===== config.mk =====
export PLATFORM = sky130hd
export DESIGN_NAME = murmur_hash_64b_stream_unit
export DESIGN_NICKNAME = d
export VERILOG_FILES = /design/src/rtl/mhb_pkg.sv /design/src/rtl/murmur_hash_64b_stream_unit.sv /design/src/rtl/mhb_front.sv /design/src/rtl/mhb_queue.sv /design/src/rtl/mhb_back.sv
export SDC_FILE = /design/constraint.sdc
export NUM_CORES = 2
export LEC_CHECK = 0
export ABC_AREA = 0
export BUFFER_PORTS_ARGS = -buffer_cell sky130_fd_sc_hd__buf_4
export CAP_MARGIN = 20
export CORE_UTILIZATION = 60
export CTS_CLUSTER_DIAMETER = 150
export DETAILED_ROUTE_END_ITERATION = 8
export MAX_ROUTING_LAYER = met4
export PLACE_DENSITY = 0.75
export SETUP_SLACK_MARGIN = 0.2
export SLEW_MARGIN = 10
export SYNTH_ARGS = -nofsm -noshare
export SYNTH_HDL_FRONTEND = slang
export SYNTH_SLANG_ARGS = --single-unit

===== constraint.sdc =====
create_clock -name clock -period 15.8 [get_ports clock]
set_input_delay 0.79 -clock clock [delete_from_list [all_inputs] [get_ports clock]]
set_output_delay 0.79 -clock clock [all_outputs]
set_load 0.03 [all_outputs]

===== src/rtl/mhb_pkg.sv =====
// Shared types and constants for the streaming 64-bit murmur hash unit.
// Used by the front end, the request queue and the back end. No dependencies.
`timescale 1ns / 1ps
`default_nettype none

package mhb_pkg;

   localparam logic [31:0] MIX_MUL       = 32'h5bd1e995;
   localparam int unsigned MIX_SHIFT     = 24;
   localparam logic [31:0] MAX_KEY_BYTES = 32'd65535;

   localparam int unsigned FIN_SHIFT_0 = 18;
   localparam int unsigned FIN_SHIFT_1 = 22;
   localparam int unsigned FIN_SHIFT_2 = 17;
   localparam int unsigned FIN_SHIFT_3 = 19;

   localparam int unsigned QUEUE_DEPTH = 4;
   localparam int unsigned QUEUE_AW    = $clog2(QUEUE_DEPTH);

   localparam int unsigned REQ_DATA_W = 88;
   localparam int unsigned RSP_DATA_W = 64;

   typedef enum logic [1:0] {
      WORD_NONE,
      WORD_FULL,
      WORD_PART
   } word_kind_type;

   typedef struct packed {
      word_kind_type kind;
      logic [31:0]   data;
      logic          first;
      logic          last;
      logic [31:0]   seed_len;
   } queue_entry_type;

endpackage : mhb_pkg

`default_nettype wire


===== src/rtl/murmur_hash_64b_stream_unit.sv =====
// Top level of the streaming 64-bit murmur hash unit.
// Instantiates mhb_front, mhb_queue and mhb_back; uses mhb_pkg.
//
//   Channel   Direction  Payload
//   req_*     in         key words with seed, length, first and last marks
//   rsp_*     out        64-bit hash, one per key
//
// A request passes two front stages (one multiply each) into a four-entry queue.
// The back end folds one request per cycle with a single multiply while it is idle.
// A last request adds the finalization steps FIN0 to FIN3, one multiply each, before
// the hash of the key is registered at the output.
// Reset clears the accumulators, the queue and the output valid.
// Either side can stall independently; a held result stalls the last finalization step and so the back end.
`timescale 1ns / 1ps
`default_nettype none

module murmur_hash_64b_stream_unit (
   input  wire logic                              clock,
   input  wire logic                              reset,
   input  wire logic                              req_tvalid,
   output logic                                   req_tready,
   // key_word[31:0], valid_bytes[34:32], hash_seed[66:35], key_length[82:67], zero pad
   input  wire logic [mhb_pkg::REQ_DATA_W-1:0]    req_tdata,
   // first_word
   input  wire logic                              req_tuser,
   input  wire logic                              req_tlast,
   output logic                                   rsp_tvalid,
   input  wire logic                              rsp_tready,
   // hash_value[63:0]
   output logic [mhb_pkg::RSP_DATA_W-1:0]         rsp_tdata
);

   logic                      push;
   logic                      pop;
   logic                      queue_full;
   logic                      queue_empty;
   mhb_pkg::queue_entry_type  push_entry;
   mhb_pkg::queue_entry_type  pop_entry;
   logic [4:0]                pad_unused;

   assign pad_unused = req_tdata[87:83];

   mhb_front u_front (
      .clock       (clock),
      .reset       (reset),
      .req_tvalid  (req_tvalid),
      .req_tready  (req_tready),
      .key_word    (req_tdata[31:0]),
      .valid_bytes (req_tdata[34:32]),
      .first_word  (req_tuser),
      .last_word   (req_tlast),
      .hash_seed   (req_tdata[66:35]),
      .key_length  (req_tdata[82:67]),
      .push        (push),
      .push_entry  (push_entry),
      .queue_full  (queue_full)
   );

   mhb_queue u_queue (
      .clock      (clock),
      .reset      (reset),
      .push       (push),
      .push_entry (push_entry),
      .full       (queue_full),
      .pop        (pop),
      .pop_entry  (pop_entry),
      .empty      (queue_empty)
   );

   mhb_back u_back (
      .clock      (clock),
      .reset      (reset),
      .empty      (queue_empty),
      .pop_entry  (pop_entry),
      .pop        (pop),
      .rsp_tvalid (rsp_tvalid),
      .rsp_tready (rsp_tready),
      .rsp_tdata  (rsp_tdata)
   );

endmodule : murmur_hash_64b_stream_unit

`default_nettype wire


===== src/rtl/mhb_front.sv =====
// Front end: accepts key words, classifies them and runs the two-stage word mix.
// Depends on mhb_pkg; feeds mhb_queue.
`timescale 1ns / 1ps
`default_nettype none

module mhb_front (
   input  wire logic                        clock,
   input  wire logic                        reset,
   input  wire logic                        req_tvalid,
   output logic                             req_tready,
   input  wire logic [31:0]                 key_word,
   input  wire logic [2:0]                  valid_bytes,
   input  wire logic                        first_word,
   input  wire logic                        last_word,
   input  wire logic [31:0]                 hash_seed,
   input  wire logic [15:0]                 key_length,
   output logic                             push,
   output mhb_pkg::queue_entry_type         push_entry,
   input  wire logic                        queue_full
);

   logic                      a_vld_ff, a_vld_in;
   logic                      b_vld_ff, b_vld_in;
   mhb_pkg::queue_entry_type  a_ent_ff, a_ent_in;
   mhb_pkg::queue_entry_type  b_ent_ff, b_ent_in;
   logic                      a_en, b_en;
   logic [31:0]               mask;
   logic [31:0]               len_ext;
   logic [31:0]               len_sat;
   logic [31:0]               mix_t;

   assign push       = b_vld_ff && !queue_full;
   assign push_entry = b_ent_ff;
   assign b_en       = !b_vld_ff || !queue_full;
   assign a_en       = !a_vld_ff || b_en;
   assign req_tready = a_en;

   always_comb begin
      case (valid_bytes)
         3'd1:    mask = 32'h0000_00ff;
         3'd2:    mask = 32'h0000_ffff;
         3'd3:    mask = 32'h00ff_ffff;
         default: mask = 32'hffff_ffff;
      endcase
      len_ext = {16'd0, key_length};
      len_sat = (len_ext > mhb_pkg::MAX_KEY_BYTES) ? mhb_pkg::MAX_KEY_BYTES : len_ext;

      a_ent_in          = a_ent_ff;
      a_ent_in.first    = first_word;
      a_ent_in.last     = last_word;
      a_ent_in.seed_len = hash_seed ^ len_sat;
      if (valid_bytes == 3'd0) begin
         a_ent_in.kind = mhb_pkg::WORD_NONE;
         a_ent_in.data = key_word;
      end else if (valid_bytes >= 3'd4) begin
         a_ent_in.kind = mhb_pkg::WORD_FULL;
         a_ent_in.data = key_word * mhb_pkg::MIX_MUL;
      end else begin
         a_ent_in.kind = mhb_pkg::WORD_PART;
         a_ent_in.data = key_word & mask;
      end
      a_vld_in = a_en ? req_tvalid : a_vld_ff;

      mix_t    = a_ent_ff.data ^ (a_ent_ff.data >> mhb_pkg::MIX_SHIFT);
      b_ent_in = a_ent_ff;
      if (a_ent_ff.kind == mhb_pkg::WORD_FULL) begin
         b_ent_in.data = mix_t * mhb_pkg::MIX_MUL;
      end
      b_vld_in = b_en ? a_vld_ff : b_vld_ff;
   end

   always_ff @(posedge clock) begin
      if (reset) begin
         a_vld_ff <= 1'b0;
         b_vld_ff <= 1'b0;
      end else begin
         a_vld_ff <= a_vld_in;
         b_vld_ff <= b_vld_in;
      end
      if (a_en) begin
         a_ent_ff <= a_ent_in;
      end
      if (b_en) begin
         b_ent_ff <= b_ent_in;
      end
   end

endmodule : mhb_front

`default_nettype wire


===== src/rtl/mhb_queue.sv =====
// Short register queue of mixed words between the front end and the back end.
// Depends on mhb_pkg.
`timescale 1ns / 1ps
`default_nettype none

module mhb_queue (
   input  wire logic                        clock,
   input  wire logic                        reset,
   input  wire logic                        push,
   input  wire mhb_pkg::queue_entry_type    push_entry,
   output logic                             full,
   input  wire logic                        pop,
   output mhb_pkg::queue_entry_type         pop_entry,
   output logic                             empty
);

   mhb_pkg::queue_entry_type        mem_ff [mhb_pkg::QUEUE_DEPTH];
   logic [mhb_pkg::QUEUE_AW-1:0]    wr_ptr_ff, wr_ptr_in;
   logic [mhb_pkg::QUEUE_AW-1:0]    rd_ptr_ff, rd_ptr_in;
   logic [mhb_pkg::QUEUE_AW:0]      count_ff, count_in;

   assign full      = (count_ff == (mhb_pkg::QUEUE_AW+1)'(mhb_pkg::QUEUE_DEPTH));
   assign empty     = (count_ff == '0);
   assign pop_entry = mem_ff[rd_ptr_ff];

   always_comb begin
      wr_ptr_in = push ? wr_ptr_ff + 1'b1 : wr_ptr_ff;
      rd_ptr_in = pop ? rd_ptr_ff + 1'b1 : rd_ptr_ff;
      count_in  = count_ff;
      if (push && !pop) begin
         count_in = count_ff + 1'b1;
      end else if (pop && !push) begin
         count_in = count_ff - 1'b1;
      end
   end

   always_ff @(posedge clock) begin
      if (reset) begin
         wr_ptr_ff <= '0;
         rd_ptr_ff <= '0;
         count_ff  <= '0;
      end else begin
         wr_ptr_ff <= wr_ptr_in;
         rd_ptr_ff <= rd_ptr_in;
         count_ff  <= count_in;
      end
      if (push) begin
         mem_ff[wr_ptr_ff] <= push_entry;
      end
   end

endmodule : mhb_queue

`default_nettype wire


===== src/rtl/mhb_back.sv =====
// Back end: folds mixed words into the two accumulators and runs finalization.
// Depends on mhb_pkg; drains mhb_queue and drives the hash output register.
`timescale 1ns / 1ps
`default_nettype none

module mhb_back (
   input  wire logic                        clock,
   input  wire logic                        reset,
   input  wire logic                        empty,
   input  wire mhb_pkg::queue_entry_type    pop_entry,
   output logic                             pop,
   output logic                             rsp_tvalid,
   input  wire logic                        rsp_tready,
   output logic [mhb_pkg::RSP_DATA_W-1:0]   rsp_tdata
);

   typedef enum logic [2:0] {
      ST_IDLE,
      ST_FIN0,
      ST_FIN1,
      ST_FIN2,
      ST_FIN3
   } state_type;

   state_type                      state_ff, state_in;
   logic [31:0]                    h1_ff, h1_in;
   logic [31:0]                    h2_ff, h2_in;
   logic                           odd_ff, odd_in;
   logic [31:0]                    fa_ff, fa_in;
   logic [31:0]                    fb_ff, fb_in;
   logic                           rsp_vld_ff, rsp_vld_in;
   logic [mhb_pkg::RSP_DATA_W-1:0] rsp_data_ff, rsp_data_in;
   logic [31:0]                    base1, base2;
   logic                           base_odd;
   logic [31:0]                    mul_op;
   logic [31:0]                    prod;
   logic [31:0]                    fin_op;
   logic [31:0]                    fin_prod;
   logic [31:0]                    acc1, acc2;
   logic                           acc_odd;
   logic                           out_free;

   assign rsp_tvalid = rsp_vld_ff;
   assign rsp_tdata  = rsp_data_ff;
   assign out_free   = !rsp_vld_ff || rsp_tready;
   assign pop        = (state_ff == ST_IDLE) && !empty;

   always_comb begin
      base1    = pop_entry.first ? pop_entry.seed_len : h1_ff;
      base2    = pop_entry.first ? 32'd0 : h2_ff;
      base_odd = pop_entry.first ? 1'b0 : odd_ff;

      if (pop_entry.kind == mhb_pkg::WORD_FULL) begin
         mul_op = base_odd ? base2 : base1;
      end else begin
         mul_op = base2 ^ pop_entry.data;
      end
      prod = mul_op * mhb_pkg::MIX_MUL;

      acc1    = base1;
      acc2    = base2;
      acc_odd = base_odd;
      case (pop_entry.kind)
         mhb_pkg::WORD_FULL: begin
            if (base_odd) begin
               acc2 = prod ^ pop_entry.data;
            end else begin
               acc1 = prod ^ pop_entry.data;
            end
            acc_odd = !base_odd;
         end
         mhb_pkg::WORD_PART: begin
            acc2 = prod;
         end
         default: begin
         end
      endcase

      case (state_ff)
         ST_FIN0: fin_op = fa_ff ^ (fb_ff >> mhb_pkg::FIN_SHIFT_0);
         ST_FIN1: fin_op = fb_ff ^ (fa_ff >> mhb_pkg::FIN_SHIFT_1);
         ST_FIN2: fin_op = fa_ff ^ (fb_ff >> mhb_pkg::FIN_SHIFT_2);
         default: fin_op = fb_ff ^ (fa_ff >> mhb_pkg::FIN_SHIFT_3);
      endcase
      fin_prod = fin_op * mhb_pkg::MIX_MUL;

      state_in    = state_ff;
      h1_in       = h1_ff;
      h2_in       = h2_ff;
      odd_in      = odd_ff;
      fa_in       = fa_ff;
      fb_in       = fb_ff;
      rsp_data_in = rsp_data_ff;
      rsp_vld_in  = rsp_vld_ff && !rsp_tready;

      unique case (state_ff)
         ST_IDLE: begin
            if (!empty) begin
               h1_in  = acc1;
               h2_in  = acc2;
               odd_in = acc_odd;
               fa_in  = acc1;
               fb_in  = acc2;
               if (pop_entry.last) begin
                  state_in = ST_FIN0;
               end
            end
         end
         ST_FIN0: begin
            fa_in    = fin_prod;
            state_in = ST_FIN1;
         end
         ST_FIN1: begin
            fb_in    = fin_prod;
            state_in = ST_FIN2;
         end
         ST_FIN2: begin
            fa_in    = fin_prod;
            state_in = ST_FIN3;
         end
         ST_FIN3: begin
            if (out_free) begin
               rsp_data_in = {fa_ff, fin_prod};
               rsp_vld_in  = 1'b1;
               state_in    = ST_IDLE;
            end
         end
         default: begin
            state_in = ST_IDLE;
         end
      endcase
   end

   always_ff @(posedge clock) begin
      if (reset) begin
         state_ff   <= ST_IDLE;
         h1_ff      <= '0;
         h2_ff      <= '0;
         odd_ff     <= 1'b0;
         rsp_vld_ff <= 1'b0;
      end else begin
         state_ff   <= state_in;
         h1_ff      <= h1_in;
         h2_ff      <= h2_in;
         odd_ff     <= odd_in;
         rsp_vld_ff <= rsp_vld_in;
      end
      fa_ff       <= fa_in;
      fb_ff       <= fb_in;
      rsp_data_ff <= rsp_data_in;
   end

endmodule : mhb_back

`default_nettype wire

==> impl_metrics.csv <==
group,metric,value,unit
status,outcome,"finished, final reports clean",
layout,layout-area-overhead-vs-synth,8.255,%
grt,grt_pass1_wl,244.2,mm
place,dp_hpwl,122.0,mm
setup_path,rr_endpoint,"u_back.fb_ff[31]$_DFFE_PP_",
hold_path,worstHoldEndpoint,"u_front.a_ent_ff[25]$_DFFE_PP_",
detailed_routing,via_count,41200,
synthesis,yosysUniqueCellTypes,86,
synthesis,synth_area,61150,µm²
place,port_buffers,154,
layout,finalNetCount,7413,
place,gp_congestion,0.9887,
setup_path,path_delay_family,"adder cells",
layout,multi_input_area,37910,µm²
grt,grt_max_degree,69,
grt,gr-total-overflow,0,
setup_path,crit_buf_inv,10,
clock_network,ctsLongestPathBuffers,3,
clock_network,post_cts_buffers,0,
sta,fin_skew,0.02840,ns
detailed_routing,via_per_inst,5.771,
sta,final-setup-viol-count,0,
sta,period_share,79.98,%
clock_network,clk_latency,0.63,ns
clock_network,ctsHoldBuffers,0,
detailed_routing,wl_per_cell,22.37,µm
detailed_routing,routed_wl,159.7,mm
run,drv_cap,0,
detailed_routing,drc,0,
sta,max_freq,79.13,MHz
layout,ff_latch_area,17700,µm²
setup_path,ff2ff_setup_slack,3.16,ns
sta,fin_crit,12.64,ns
synthesis,ys.warnings.count,0,
grt,antenna_found_initial,1,
floorplan,die_w,321.3,µm
floorplan,core,100600,µm²
floorplan,fp.dieH,321.3,µm
clock_network,cts_buffers,67,
sta,tns,0,ns
grt,grt_pass1_vias,42080,
floorplan,dieArea,103200,µm²
layout,drive_above_1_share,7.771,%
setup_path,critical_path.endpoint_type,"flop",
synthesis,ys_async_sr_fraction,0,%
synthesis,avgSynthCellArea,11.00,µm²
clock_network,h-tree-depth,3,
hold_path,min_delay_path_depth,1,
synthesis,yosys_most_used_dff,"edfxtp_1",
sta,worst_slew_pin_slew,1.131,ns
setup_path,r2r_cells,36,
clock_network,cts.repair.resized,0,
synthesis,syn_inst,5562,
sta,rsz0062_at_grt,"false",
setup_path,worstPathArrival,12.98,ns
detailed_routing,drtIter0Drc,4148,
setup_path,required,16.14,ns
floorplan,start_util,60.80,%
clock_network,cts.sinks,616,
clock_network,clockRootBuffer,"clkbuf_16",
synthesis,synth_seq_cells,616,
sta,drv_slew,0,
hold_path,min-delay-start,"req_tdata[60]",
synthesis,syn-num-nets,7250,
detailed_routing,drtAntennaViolNets,0,
clock_network,clk_pin_slew,0.06,ns
layout,layout_common_cells,"inv_1, ha_1, fa_1",
setup_path,cpMostUsedCell,"inv_1",
layout,final_common_cell,"inv_1",
detailed_routing,first_pass_iters,6,
grt,track_usage,32.65,%
hold_path,hp-class,"input port to flop",
setup_path,crit_slowest_cell,"nor2_1",
setup_path,cp-start-kind,"flop",
sta,slew_headroom,24.05,%
setup_path,worstPathMaxFanout,50,
synthesis,ys_seq_area_share,28.94,%
clock_network,cts_tree,"yes",
floorplan,io_pins,160,
setup_path,worstSetupPathType,"flop to flop",
synthesis,synth_edf_count,536,
layout,fill_cells,7583,
sta,final_hold_viol_count,0,
floorplan,num_rows,116,
setup_path,slowest_delay,0.93,ns
## how the worst max path moves through the flow
stage	slack, ns	end	startpoint	depth (start not counted)
floorplan	4.69	u_back.fb_ff[31]$_DFFE_PP_	flop	44
global placement	3.24	u_back.fb_ff[31]$_DFFE_PP_	flop	37
detailed placement	3.27	u_back.fb_ff[26]$_DFFE_PP_	flop	30
CTS	3.22	u_back.fb_ff[26]$_DFFE_PP_	flop	30
global route	2.60	u_back.fa_ff[31]$_DFFE_PP_	flop	36
finish	3.16	u_back.fb_ff[31]$_DFFE_PP_	flop	36
## through the flow
step	std cells	hold WS, ns	utilization [%]	area (µm²)	setup WS [ns]
6_report	7139	0.3410	65.82	66200	3.162
3_3_place_gp	7009	0.4040	63.68	64050	3.239
2_1_floorplan	5562	0.4003	-	61150	4.688
5_1_grt	7136	0.3212	65.81	66200	2.595
3_5_place_dp	7012	0.4052	63.70	64070	3.265
4_1_cts	7134	0.3118	65.81	66190	3.223
## cell families after synthesis
kind of cell	Yosys count	synth area share, %
AOI/OAI and AO/OA	685	6.981
xor gates and xnor gates	316	4.695
adders and majority gates	1594	41.50
buffers and inverters	1484	9.188
DFF	616	28.94
muxes	131	3.558
and+or+nand+nor	736	5.139
## per-layer routing
layer  vias to the layer above  track usage [%]  routed length, µm
li1                      18460                -                  -
met1                     20710            41.86              63760
met2                      1705            54.19              78460
met3                       331            3.734              11410
met4                         0            10.94               6086
met5                         -                -                  0
## layout make-up
class	instances	area share, %
inverters	1353	7.671
clock buffers	79	2.633
well taps	1357	2.565
flip-flops and latches	616	26.74
multi-input cells	3462	57.26
diodes	4	0.01512
clock inverters	43	0.5708
repair buffers	225	2.544
## state kept, by name (all words and copies together) (netlist names), named ones only
| name | cells |
|---|---|
| u_back.fa_ff | 32 |
| u_back.fb_ff | 32 |
| u_back.h1_ff | 32 |
| u_back.h2_ff | 32 |
| u_back.odd_ff | 1 |
| u_back.rsp_tdata | 64 |
| u_back.rsp_tvalid | 1 |
| u_back.state_ff | 3 |
| u_front.a_ent_ff | 68 |
| u_front.a_vld_ff | 1 |
| u_front.b_vld_ff | 1 |
| u_front.push_entry | 68 |
| u_queue.count_ff | 3 |
| u_queue.mem_ff | 272 |
| u_queue.rd_ptr_ff | 2 |
| u_queue.wr_ptr_ff | 2 |
## synthesized netlist by cell type (51+ instances only)
cell         n  area (µm²)
xnor2_1    208        1822
mux4_2      66        1486
edfxtp_1   536       16100
dfxtp_1     80        1602
inv_1     1353        5079
xor2_1     100       875.8
nor2_1     228       855.8
a21oi_1    203        1016
mux2i_1     51       510.5
o21ai_0    195       975.9
fa_1       724       14490
clkbuf_1    92       345.3
ha_1       870       10890
nand2_1    328        1231
Power is not shown: default switching activity piles up to over one toggle a cycle in this logic, so the estimate is an artifact.
